`config.mk`:
```
export PLATFORM = sky130hd
export DESIGN_NAME = literal_substring_matcher
export DESIGN_NICKNAME = d
export VERILOG_FILES = /design/src/rtl/core/lsm_pkg.sv /design/src/rtl/core/lsm_front.sv /design/src/rtl/core/lsm_queue.sv /design/src/rtl/core/lsm_back.sv /design/src/rtl/core/literal_substring_matcher.sv
export SDC_FILE = /design/constraint.sdc
export NUM_CORES = 2
export LEC_CHECK = 0
export BUFFER_PORTS_ARGS = -buffer_cell sky130_fd_sc_hd__clkbuf_2
export CORE_UTILIZATION = 35
export CTS_CLUSTER_DIAMETER = 30
export DETAILED_ROUTE_END_ITERATION = 6
export PLACE_DENSITY = 0.6
export SLEW_MARGIN = 5
export SYNTH_ARGS = -nofsm -noshare
export SYNTH_HDL_FRONTEND = slang
export SYNTH_SLANG_ARGS = --single-unit
```
`constraint.sdc`:
```
create_clock -name i_clk -period 10.9 [get_ports i_clk]
set_clock_uncertainty 0.15 [all_clocks]
set_input_delay 1.09 -clock i_clk [delete_from_list [all_inputs] [get_ports i_clk]]
set_output_delay 1.09 -clock i_clk [all_outputs]
set_load 0.02 [all_outputs]
```
`src/rtl/core/lsm_pkg.sv`:
```
// shared types and constants for the literal substring matcher
`timescale 1ns / 1ps

package lsm_pkg;

    // defaults for the top-level parameters
    localparam int MAX_NEEDLE_DEF  = 32;
    localparam int POS_BITS_DEF    = 24;
    localparam int Q_DEPTH_DEF     = 4;

    // needle storage: four 64-bit registers, eight characters each
    localparam int NEEDLE_REGS     = 4;
    localparam int CFG_DATA_W      = 64;
    localparam int NEEDLE_CHARS    = NEEDLE_REGS * CFG_DATA_W / 8;
    localparam int NEEDLE_BITS     = NEEDLE_REGS * CFG_DATA_W;
    localparam int LEN_W           = 6;

    localparam int CFG_IDX_W       = 3;

    // width of the start and total fields in a result
    localparam int FIELD_W         = 24;

    typedef enum logic [CFG_IDX_W-1:0] {
        CFG_NEEDLE_0   = 3'd0,
        CFG_NEEDLE_1   = 3'd1,
        CFG_NEEDLE_2   = 3'd2,
        CFG_NEEDLE_3   = 3'd3,
        CFG_NEEDLE_LEN = 3'd4,
        CFG_CASE_SENS  = 3'd5,
        CFG_WHOLE_WORD = 3'd6
    } t_cfg_idx;

    // results caused by one text byte, as handed from front to back
    typedef struct packed {
        logic               pend_v;
        logic [FIELD_W-1:0] pend_start;
        logic               hit_v;
        logic [FIELD_W-1:0] hit_start;
        logic               eot;
        logic [FIELD_W-1:0] total;
    } t_rec;

endpackage

```
`src/rtl/core/lsm_front.sv`:
```
// front end: config registers, text window, compare and match decisions
`timescale 1ns / 1ps

module lsm_front import lsm_pkg::*; #(
    parameter int MAX_NEEDLE    = MAX_NEEDLE_DEF,
    parameter int POSITION_BITS = POS_BITS_DEF
) (
    input  logic                  i_clk,
    input  logic                  i_rst_n,
    input  logic                  i_valid,
    input  logic [7:0]            i_byte,
    input  logic                  i_eot,
    input  logic                  i_room,
    output logic                  o_ready,
    output logic                  o_push,
    output t_rec                  o_rec,
    input  logic                  i_cfg_we,
    input  logic [CFG_IDX_W-1:0]  i_cfg_idx,
    input  logic [CFG_DATA_W-1:0] i_cfg_data
);

    localparam int P   = POSITION_BITS;
    localparam int NIW = $clog2(NEEDLE_CHARS);

    localparam logic [7:0] CH_UPPER_A = 8'h41;
    localparam logic [7:0] CH_UPPER_Z = 8'h5A;
    localparam logic [7:0] CH_LOWER_A = 8'h61;
    localparam logic [7:0] CH_LOWER_Z = 8'h7A;
    localparam logic [7:0] CH_DIGIT_0 = 8'h30;
    localparam logic [7:0] CH_DIGIT_9 = 8'h39;
    localparam logic [7:0] CH_UNDERSC = 8'h5F;
    localparam logic [7:0] CASE_DELTA = 8'h20;

    function automatic logic [7:0] fold(input logic [7:0] c, input logic cs);
        if (!cs && c >= CH_UPPER_A && c <= CH_UPPER_Z) begin
            return c + CASE_DELTA;
        end
        return c;
    endfunction

    function automatic logic is_word(input logic [7:0] c);
        return (c >= CH_UPPER_A && c <= CH_UPPER_Z) || (c >= CH_LOWER_A && c <= CH_LOWER_Z) ||
               (c >= CH_DIGIT_0 && c <= CH_DIGIT_9) || c == CH_UNDERSC;
    endfunction

    function automatic logic [7:0] needle_byte(input logic [NEEDLE_BITS-1:0] nd,
                                               input logic [6:0] k);
        if (k < 7'(NEEDLE_CHARS)) begin
            return nd[{k[NIW-1:0], 3'b000} +: 8];
        end
        return 8'h00;
    endfunction

    function automatic logic [FIELD_W-1:0] to_field(input logic [P-1:0] v);
        logic [P+FIELD_W-1:0] wide;
        wide = (P + FIELD_W)'(v);
        return wide[FIELD_W-1:0];
    endfunction

    // configuration
    logic [NEEDLE_BITS-1:0] r_needle;
    logic [LEN_W-1:0]       r_len;
    logic                   r_cs;
    logic                   r_ww;

    // text state
    logic [7:0]   r_bytes [MAX_NEEDLE];
    logic [7:0]   n_bytes [MAX_NEEDLE];
    logic         r_flags [MAX_NEEDLE];
    logic         n_flags [MAX_NEEDLE+1];
    logic [P-1:0] r_pos;
    logic         r_pend_v;
    logic [P-1:0] r_pend_start;
    logic [P-1:0] r_cnt;

    logic         fire;
    logic         hit;
    logic         left_flag;
    logic         len_ok;
    logic         hit_ok;
    logic         pend_emit;
    logic         hit_emit;
    logic [P:0]   start_w;
    logic [P-1:0] start;
    logic [P-1:0] cnt1;
    logic [P-1:0] cnt2;
    logic [P-1:0] n_pos;
    logic [6:0]   k;

    assign o_ready = i_room;
    assign fire    = i_valid && i_room;

    always_ff @(posedge i_clk) begin
        if (!i_rst_n) begin
            r_needle <= '0;
            r_len    <= '0;
            r_cs     <= 1'b1;
            r_ww     <= 1'b0;
        end else if (i_cfg_we) begin
            case (t_cfg_idx'(i_cfg_idx))
                CFG_NEEDLE_0:   r_needle[0*CFG_DATA_W +: CFG_DATA_W] <= i_cfg_data;
                CFG_NEEDLE_1:   r_needle[1*CFG_DATA_W +: CFG_DATA_W] <= i_cfg_data;
                CFG_NEEDLE_2:   r_needle[2*CFG_DATA_W +: CFG_DATA_W] <= i_cfg_data;
                CFG_NEEDLE_3:   r_needle[3*CFG_DATA_W +: CFG_DATA_W] <= i_cfg_data;
                CFG_NEEDLE_LEN: r_len <= i_cfg_data[LEN_W-1:0];
                CFG_CASE_SENS:  r_cs  <= i_cfg_data[0];
                CFG_WHOLE_WORD: r_ww  <= i_cfg_data[0];
                default: ;
            endcase
        end
    end

    // shifted window, newest byte at index 0
    always_comb begin
        n_bytes[0] = i_byte;
        for (int j = 1; j < MAX_NEEDLE; j++) begin
            n_bytes[j] = r_bytes[j-1];
        end
        n_flags[0] = is_word(i_byte);
        for (int j = 1; j <= MAX_NEEDLE; j++) begin
            n_flags[j] = r_flags[j-1];
        end
    end

    // window position j lines up with needle character len-1-j
    always_comb begin
        hit       = 1'b1;
        left_flag = 1'b0;
        k         = '0;
        for (int j = 0; j < MAX_NEEDLE; j++) begin
            if (7'(j) < 7'(r_len)) begin
                k = 7'(r_len) - 7'(j) - 7'd1;
                if (fold(n_bytes[j], r_cs) != fold(needle_byte(r_needle, k), r_cs)) begin
                    hit = 1'b0;
                end
            end
        end
        for (int j = 1; j <= MAX_NEEDLE; j++) begin
            if (7'(j) == 7'(r_len)) begin
                left_flag = n_flags[j];
            end
        end
    end

    always_comb begin
        len_ok    = (r_len != '0) && (7'(r_len) <= 7'(MAX_NEEDLE)) &&
                    (({1'b0, r_pos} + (P+1)'(1)) >= (P+1)'(r_len));
        hit_ok    = len_ok && hit && (!r_ww || !left_flag);
        pend_emit = r_pend_v && (!r_ww || !n_flags[0]);
        hit_emit  = hit_ok && i_eot;
        start_w   = {1'b0, r_pos} + (P+1)'(1) - (P+1)'(r_len);
        start     = start_w[P-1:0];
        cnt1      = (pend_emit && r_cnt != '1) ? r_cnt + 1'b1 : r_cnt;
        cnt2      = (hit_emit && cnt1 != '1) ? cnt1 + 1'b1 : cnt1;
        n_pos     = (r_pos != '1) ? r_pos + 1'b1 : r_pos;
    end

    always_comb begin
        o_push           = fire && (pend_emit || i_eot);
        o_rec.pend_v     = pend_emit;
        o_rec.pend_start = to_field(r_pend_start);
        o_rec.hit_v      = hit_emit;
        o_rec.hit_start  = to_field(start);
        o_rec.eot        = i_eot;
        o_rec.total      = to_field(cnt2);
    end

    always_ff @(posedge i_clk) begin
        if (fire) begin
            for (int j = 0; j < MAX_NEEDLE; j++) begin
                r_bytes[j] <= n_bytes[j];
            end
            if (hit_ok && !i_eot) begin
                r_pend_start <= start;
            end
        end
    end

    always_ff @(posedge i_clk) begin
        if (!i_rst_n) begin
            for (int j = 0; j < MAX_NEEDLE; j++) begin
                r_flags[j] <= 1'b0;
            end
            r_pos    <= '0;
            r_pend_v <= 1'b0;
            r_cnt    <= '0;
        end else if (fire) begin
            // end of text puts the text state back to reset
            if (i_eot) begin
                for (int j = 0; j < MAX_NEEDLE; j++) begin
                    r_flags[j] <= 1'b0;
                end
                r_pos    <= '0;
                r_pend_v <= 1'b0;
                r_cnt    <= '0;
            end else begin
                for (int j = 0; j < MAX_NEEDLE; j++) begin
                    r_flags[j] <= n_flags[j];
                end
                r_pos    <= n_pos;
                r_pend_v <= hit_ok;
                r_cnt    <= cnt2;
            end
        end
    end

endmodule

```
`src/rtl/core/lsm_queue.sv`:
```
// short register queue of result records between front and back
`timescale 1ns / 1ps

module lsm_queue import lsm_pkg::*; #(
    parameter int DEPTH = Q_DEPTH_DEF
) (
    input  logic i_clk,
    input  logic i_rst_n,
    input  logic i_push,
    input  t_rec i_rec,
    output logic o_full,
    input  logic i_pop,
    output logic o_valid,
    output t_rec o_rec
);

    localparam int PW = (DEPTH > 1) ? $clog2(DEPTH) : 1;
    localparam int CW = $clog2(DEPTH + 1);

    t_rec          r_mem [DEPTH];
    logic [PW-1:0] r_wr;
    logic [PW-1:0] r_rd;
    logic [CW-1:0] r_cnt;
    logic [CW-1:0] n_cnt;

    assign o_full  = (r_cnt == CW'(DEPTH));
    assign o_valid = (r_cnt != '0);
    assign o_rec   = r_mem[r_rd];

    always_comb begin
        case ({i_push, i_pop})
            2'b10:   n_cnt = r_cnt + 1'b1;
            2'b01:   n_cnt = r_cnt - 1'b1;
            default: n_cnt = r_cnt;
        endcase
    end

    always_ff @(posedge i_clk) begin
        if (i_push) begin
            r_mem[r_wr] <= i_rec;
        end
    end

    always_ff @(posedge i_clk) begin
        if (!i_rst_n) begin
            r_wr  <= '0;
            r_rd  <= '0;
            r_cnt <= '0;
        end else begin
            if (i_push) begin
                r_wr <= (r_wr == PW'(DEPTH - 1)) ? '0 : r_wr + 1'b1;
            end
            if (i_pop) begin
                r_rd <= (r_rd == PW'(DEPTH - 1)) ? '0 : r_rd + 1'b1;
            end
            r_cnt <= n_cnt;
        end
    end

endmodule

```
`src/rtl/core/lsm_back.sv`:
```
// back end: unpacks each record into its results, one transaction per cycle while i_ready is high
`timescale 1ns / 1ps

module lsm_back import lsm_pkg::*; (
    input  logic                   i_clk,
    input  logic                   i_rst_n,
    input  logic                   i_q_valid,
    input  t_rec                   i_q_rec,
    output logic                   o_q_pop,
    output logic                   o_valid,
    input  logic                   i_ready,
    output logic [2*FIELD_W-1:0]   o_data,
    output logic                   o_kind,
    output logic                   o_last
);

    localparam int L_PEND = 0;
    localparam int L_HIT  = 1;
    localparam int L_SUM  = 2;

    t_rec       r_rec;
    logic [2:0] r_left;
    logic [2:0] rest;
    logic       fire;
    logic       adv;
    logic [FIELD_W-1:0] start;
    logic [FIELD_W-1:0] total;

    // results still owed for the held record, lowest bit goes first
    assign rest    = r_left & (r_left - 3'd1);
    assign o_valid = (r_left != '0);
    assign o_last  = (rest == '0);
    assign fire    = o_valid && i_ready;
    assign adv     = !o_valid || (fire && o_last);
    assign o_q_pop = adv && i_q_valid;

    always_comb begin
        o_kind = r_left[L_SUM] && !r_left[L_PEND] && !r_left[L_HIT];
        start  = r_left[L_PEND] ? r_rec.pend_start :
                 r_left[L_HIT]  ? r_rec.hit_start  : '0;
        total  = o_kind ? r_rec.total : '0;
        o_data = {total, start};
    end

    always_ff @(posedge i_clk) begin
        if (o_q_pop) begin
            r_rec <= i_q_rec;
        end
    end

    always_ff @(posedge i_clk) begin
        if (!i_rst_n) begin
            r_left <= '0;
        end else if (adv) begin
            r_left <= i_q_valid ? {i_q_rec.eot, i_q_rec.hit_v, i_q_rec.pend_v} : 3'b000;
        end else if (fire) begin
            r_left <= rest;
        end
    end

endmodule

```
`src/rtl/core/literal_substring_matcher.sv`:
```
// top level of the literal substring matcher
//
//  channel   dir  handshake              payload
//  s_axis    in   s_axis_tvalid/tready   tdata[7:0] text_byte, tlast end_of_text
//  m_axis    out  m_axis_tvalid/tready   tdata[23:0] match_start, [47:24] match_total,
//                                        tuser item_kind, tlast last_in_run
//  cfg       in   i_cfg_we               i_cfg_idx register index, i_cfg_data value
//
// one text byte is taken per cycle; s_axis_tready drops only when the queue is full.
// the window compare against the needle is combinational. results leave at one
// per cycle from the back end if m_axis_tready is high, so a byte that causes two or
// three results uses the queue (Q_DEPTH records) to absorb the extra cycles. reset is
// synchronous, active low, and the block is ready in the first cycle after it.
`timescale 1ns / 1ps

module literal_substring_matcher import lsm_pkg::*; #(
    parameter int MAX_NEEDLE    = MAX_NEEDLE_DEF,
    parameter int POSITION_BITS = POS_BITS_DEF,
    parameter int Q_DEPTH       = Q_DEPTH_DEF
) (
    input  logic                  i_clk,
    input  logic                  i_rst_n,
    input  logic                  s_axis_tvalid,
    output logic                  s_axis_tready,
    input  logic [7:0]            s_axis_tdata,   // text_byte
    input  logic                  s_axis_tlast,
    output logic                  m_axis_tvalid,
    input  logic                  m_axis_tready,
    output logic [2*FIELD_W-1:0]  m_axis_tdata,   // match_start, match_total
    output logic                  m_axis_tuser,   // item_kind
    output logic                  m_axis_tlast,
    input  logic                  i_cfg_we,
    input  logic [CFG_IDX_W-1:0]  i_cfg_idx,
    input  logic [CFG_DATA_W-1:0] i_cfg_data
);

    logic q_full;
    logic q_push;
    logic q_pop;
    logic q_valid;
    t_rec push_rec;
    t_rec head_rec;

    lsm_front #(
        .MAX_NEEDLE    (MAX_NEEDLE),
        .POSITION_BITS (POSITION_BITS)
    ) u_front (
        .i_clk      (i_clk),
        .i_rst_n    (i_rst_n),
        .i_valid    (s_axis_tvalid),
        .i_byte     (s_axis_tdata),
        .i_eot      (s_axis_tlast),
        .i_room     (!q_full),
        .o_ready    (s_axis_tready),
        .o_push     (q_push),
        .o_rec      (push_rec),
        .i_cfg_we   (i_cfg_we),
        .i_cfg_idx  (i_cfg_idx),
        .i_cfg_data (i_cfg_data)
    );

    lsm_queue #(
        .DEPTH (Q_DEPTH)
    ) u_queue (
        .i_clk   (i_clk),
        .i_rst_n (i_rst_n),
        .i_push  (q_push),
        .i_rec   (push_rec),
        .o_full  (q_full),
        .i_pop   (q_pop),
        .o_valid (q_valid),
        .o_rec   (head_rec)
    );

    lsm_back u_back (
        .i_clk     (i_clk),
        .i_rst_n   (i_rst_n),
        .i_q_valid (q_valid),
        .i_q_rec   (head_rec),
        .o_q_pop   (q_pop),
        .o_valid   (m_axis_tvalid),
        .i_ready   (m_axis_tready),
        .o_data    (m_axis_tdata),
        .o_kind    (m_axis_tuser),
        .o_last    (m_axis_tlast)
    );

    // a summary always closes the run of its byte
    a_sum_last: assert property (@(posedge i_clk) disable iff (!i_rst_n)
        m_axis_tvalid && m_axis_tuser |-> m_axis_tlast)
        else $error("summary transaction without tlast");

    // a match carries no total
    a_match_total: assert property (@(posedge i_clk) disable iff (!i_rst_n)
        m_axis_tvalid && !m_axis_tuser |-> m_axis_tdata[2*FIELD_W-1:FIELD_W] == '0)
        else $error("match transaction with nonzero total");

    // the queue is never written while full
    a_no_overflow: assert property (@(posedge i_clk) disable iff (!i_rst_n)
        q_full |-> !q_push)
        else $error("queue written while full");

    // nothing is offered right after reset
    a_reset_idle: assert property (@(posedge i_clk)
        !i_rst_n |=> !m_axis_tvalid)
        else $error("output valid right after reset");

endmodule

```
# Word level (Yosys, flattened, before mapping)
# Memory sizes are Yosys's and may differ from the RTL's. A register that Yosys moved wholly into a read port is not among the register bits.
# Index checks and enable logic that the tools add are counted.
# word_totals
output_inout_bits,52
elab_cells,1381
in_bits,81
memories,3
reg_bits,419
ramBits,588
# memory_table
memory,depth,width,read_ports,rd_clocked_by_memory_dff,write_ports,line_no,text
u_queue.r_mem,4,75,1,1,1,lsm_queue.sv:20,t_rec r_mem [DEPTH];
u_front.r_bytes,32,8,31,0,32,lsm_front.sv:67,logic [7:0] r_bytes [MAX_NEEDLE];
u_front.r_flags,32,1,32,0,32,lsm_front.sv:69,logic r_flags [MAX_NEEDLE];
# classes
n_eq_ne,79
magnitude_cmp,198
muxes,670
reduce_logical,180
bitwise,65
n_shift,32
add_sub_neg,136
# ops
operator,count
$shiftx A256 B9 Y8,32
$mux W8,288
$ge A8 B7 Y1 const B,65
$le A8 B7 Y1 const B,65
$add A8 B6 Y8 const B,64
$mux W1,366
$ne A8 B8 Y1,32
$lt A7 B6 Y1 const B,32
$sub A7 B1 Y7 const B,31
$mux W24,8
$logic_and A1 B1 Y1,147
$sub A6 B5 Y7 const B,16
$eq A5 B6 Y1 const A,16
$lt A5 B6 Y1 const A,16
$add A24 B1 Y24 const B,3
$ne A24 B24 Y1 const B,3
$or A1 B1 Y1,64
$sub A6 B4 Y7 const B,8
$eq A4 B6 Y1 const A,8
$lt A4 B6 Y1 const A,8
$sub A6 B3 Y7 const B,4
$add A24 B1 Y25 const B,1
$ge A25 B6 Y1,1
$eq A3 B6 Y1 const A,4
32 further kinds,78

# Depth between registers and ports, before layout
# depth
word_depth,84
mapped_depth,34
depth_no_buf,21

# Hierarchy
# A second synthesis with hierarchy kept.
# unflattened
hier_cells,7542
area_unflattened_um2,79988.0
# by_module_without_submodules
module,n_inst,cells_per_inst,area_each_um2,seq_area_each_um2
lsm_front,1,6950,65925.7,15374.7
lsm_queue,1,434,11274.6,9188.8
lsm_back,1,157,2783.9,2222.1
literal_substring_matcher,1,1,3.8,0.0

# Least setup slack after synthesis
# OpenSTA, ideal clock, no wires.
# synth_path
path_kind,input port to flip-flop
startpoint,input port m_axis_tready
endpoint,register u_queue.r_cnt[2]
required_time_ns,10.674
path_buffers,0
arrival_ns,8.588
setup_ns,0.076
path_stages,8
path_slack_ns,2.086
path_cell_list,inv_1 -> a211oi_1 -> ha_1 -> inv_1 -> fa_1 -> xor2_1 -> or3_1 -> a21boi_0
# synth_via
elab_chain_cells,6
elab_cells_between_ends,8
classes_between,eq/ne: 2; mux: 1; reduce/logical: 5
# synth_rtl
item,line_no,text
from (decl),literal_substring_matcher.sv:28,"input logic m_axis_tready,"
$logic_and A1 B1 Y1 (*),lsm_back.sv:33,assign fire = o_valid && i_ready;
$logic_and A1 B1 Y1 (*),lsm_back.sv:34,assign adv = !o_valid || (fire && o_last);
$logic_or A1 B1 Y1 (*),lsm_back.sv:34,
$logic_and A1 B1 Y1 (*),lsm_back.sv:35,assign o_q_pop = adv && i_q_valid;
named net q_pop,literal_substring_matcher.sv:39,logic q_pop;
$eq A2 B1 Y1 / $eq A2 B2 Y1 (equally long branches),lsm_queue.sv:31,"case ({i_push, i_pop})"
$pmux W3 S2 / $reduce_bool A2 Y1 (equally long branches),-,
to (signal assigned),lsm_queue.sv:56,r_cnt <= n_cnt;
to (decl),lsm_queue.sv:23,logic [CW-1:0] r_cnt;
# The timed path passes the listed nets; every way through them passes the cells marked *.
# A chain may end at the register's enable or synchronous reset.

==> results.cfg <==
[critical_path]
startpoint_type = register
worstPathMaxFanout = 16
cp_data_required_time_ns = 11.55
cp_data_arrival_time_ns = 10.24
critPathKind = reg -> reg
end_kind = register

[clocking]
cts_resized = 0
cts_hold_buf = 0
path_clk_slew_ns = 0.05
numCtsBuffers = 222
cts_root_buf = clkbuf_16
insertion_delay_ns = 0.92
cts_tree = yes
clockBufferDepth = 3
cts.sink_count = 1001
h-tree-depth = 4
post_cts_buffers = 0

[cells_and_area]
seqCellArea_mm2 = 0.0268
layout-drive-gt1-share_pct = 24.2
syn2layout_area_growth_pct = 15.3
fin_nets = 7628
final_area_mm2 = 0.0919
final_cells = 10700
nFillCells = 21600
multiInputGateArea_mm2 = 0.0499

[run]
max_cap_viol_count = 0

[synth]
synth_ff_type = edfxtp_1
synth_edf_count = 674
synth_top_area_cell = edfxtp_1
netlist_area_mm2 = 0.0796
synthCells = 7444
synth_xor_area_share_pct = 4.16
async_reset_ff_share_pct = 0
synth_most_common_cell = nand2_1
synthMuxAreaShare_pct = 28.4
synth-compound-area-share_pct = 13.3
synth_area_leaders = edfxtp_1 (25%), mux4_2 (19%), dfxtp_1 (8.2%)
ys_seq_elements = 1001
yosysWarningCount = 0
yosys.area.top_type_share_pct = 25.4
synth.avg_cell_area_um2 = 10.7
seq_area_frac_synth_pct = 33.6
netlist_top_cells_count = nand2_1 (972), edfxtp_1 (674), mux4_2 (655)
synth-simple-area-share_pct = 14.4
synth.distinct_cells = 121
synth_top_family_by_area = multiplexers
syn_nets = 7628
yosys.area_share.adder_pct = 1.65

[timing]
fmax_ghz = 0.104
slew_viol_final = 0
relSlewSlack_pct = 7.06
rsz0062_at_grt = false
setup_tns_ns = 0
period_share_pct = 88.0
tightest_slew_ns = 1.39
period_minus_slack_ns = 9.60
timing_hold_violations_final = 0
setup_viol = 0

[die]
start_util_pct = 35.3
coreArea_mm2 = 0.226
io_pins = 133
die-area_mm2 = 0.229
rows = 174
fp.dieW_um = 479
fp.dieH_um = 479

[detailed_routing]
antenna_left = 0
drt_wl_total_um = 414000
drtIter0Drc = 8965
wl_per_cell_um = 38.8
first_pass_iters = 7
vias = 70500
route.detailed.drc = 2
vias_per_cell = 6.62

[place]
dp_hpwl_um = 321000
portBuffers = 132
place_area_mm2 = 0.0836
dpl.cell_count = 10200
gp_congestion = 1.07

[pwr]
combPwrFrac_pct = 16.4
ir_worst_vdd_mv = 0.169
powerDensity_mw_per_mm2 = 163
p_int_uw = 10400
sw_frac_of_total_pct = 30.1
clock_power_share_pct = 48.4
p_leak_uw = 0.0302
switchingPower_uw = 4490
seqPwrFrac_pct = 35.2

[grt]
grt_max_degree = 159
antenna_found_initial = 40
grt_pass1_wl_um = 561000
grtUsageTotal_pct = 35.2
grt_overflow = 0
grt_pass1_vias = 66400

[outcome]
violations = DRC
outcome = finished with violations

[min_path]
hold_class = reg -> reg
-- final cells by class --
| type | count | share of cell area [%] |
|---|---|---|
| multi-input cells | 5711 | 54.3 |
| well taps | 2992 | 4.08 |
| flip-flops and latches | 1001 | 29.2 |
| clock buffers | 254 | 6.31 |
| inverters | 127 | 0.535 |
| diodes | 26 | 0.0708 |
| clock inverters | 165 | 2.61 |
| repair buffers | 381 | 2.88 |
-- per-stage QoR --
stage               util, %  worst slack (ns)  hold slack [ns]  total power [uW]
floorplan                 -              2.09            0.291              6670
global placement       37.1              1.67            0.308              7690
detailed placement     37.1              1.72            0.318              7720
CTS                    40.7              1.66            0.269             15000
global route           40.7              1.54            0.294             15400
finish                 40.7              1.30            0.281             14900
-- critical path: stages (launching register included) --
cell and delay [ns]:
dfxtp_4 0.43, inv_2 0.64, ha_1 0.82, nand2b_1 0.31
a211oi_1 1.17, nor2_1 0.08, buf_4 0.24, a21oi_1 0.34
and3_1 0.28, ha_1 0.26, and2_1 0.14, and4_1 0.18
o21ai_0 0.93, o211ai_1 0.18, a2111oi_0 0.84, nand4_1 0.23
a2111oi_0 0.34, and4_1 0.30, nand4_1 0.59, nor3_1 0.45
xor2_1 0.35, a22o_1 0.19
-- kinds of logic after synthesis --
| logic type | count (synthesis) |
|---|---|
| simple gates | 2358 |
| compound gates | 1488 |
| mux | 1398 |
| flops | 1001 |
| buf+inv | 732 |
| xor+xnor | 363 |
| fa+ha+maj | 104 |
-- flip-flops by register name (all words and copies together), names as in the netlist, named ones only --
signal,flops
u_front.r_ww,1
u_back.r_left,3
u_queue.r_wr,2
u_front.r_pos,24
u_back.r_rec,72
u_queue.r_mem,300
u_front.r_pend_start,24
u_front.r_cnt,24
u_queue.r_cnt,3
u_front.r_cs,1
u_front.r_needle,256
u_front.r_bytes,248
u_front.r_flags,32
u_front.r_len,6
u_front.r_pend_v,1
u_queue.r_rd,2
-- routing by layer --
metal / vias up / part of all wire (%) / GRT usage (%)
li1: 29100 / - / -
met1: 35900 / 39 / 44.7
met2: 4500 / 42 / 50.9
met3: 996 / 11 / 9.79
met4: 14 / 8.8 / 26.6
met5: - / 0.026 / 0
-- power by group through the flow --
| stage | clock (uW) | combinational, uW | sequential, uW |
|---|---|---|---|
| 4_1_cts | 7320 | 2430 | 5240 |
| 2_1_floorplan | 0 | 1670 | 5000 |
| 5_1_grt | 7490 | 2590 | 5290 |
| 3_5_place_dp | 0 | 2420 | 5300 |
| 3_3_place_gp | 0 | 2400 | 5290 |
| 6_report | 7230 | 2450 | 5260 |
-- final timing paths --
path | startpoint | cells past startpoint | to | slack [ns]
max | u_front.r_len[3] | 21 | u_front.r_cnt[14] | 1.30
min | u_front.r_bytes[0][111] | 0 | u_front.r_bytes[0][119] | 0.28
max reg2reg | u_front.r_len[3] | 21 | u_front.r_cnt[14] | 1.30
min reg2reg | u_front.r_bytes[0][111] | 0 | u_front.r_bytes[0][119] | 0.28
-- placed cells by master (no fill, tap or decap), types with 35 or more instances in the layout --
cell type  count
a211oi_1      47
a21boi_0     277
a21o_1        43
a21oi_1      248
a22o_1        44
a22oi_1       49
a31oi_1       77
and2_1        99
buf_4        239
bufinv_16     41
clkbuf_16    224
clkbuf_2     131
dfxtp_1      318
edfxtp_1     674
ha_1          98
inv_1        118
mux2_2       253
mux2i_1      481
mux4_2       655
nand2_1      970
nand2b_1      35
nand3_1      223
nand4_1       88
nor2_1       313
nor2b_1       63
nor3_1       167
nor4_1        58
o211ai_1      53
o21ai_0      167
o22ai_1       59
o31ai_1       38
or3_1         50
or4_1         38
xnor2_1      214
xor2_1       114
No activity file was read; power rests on OpenSTA's default activity.
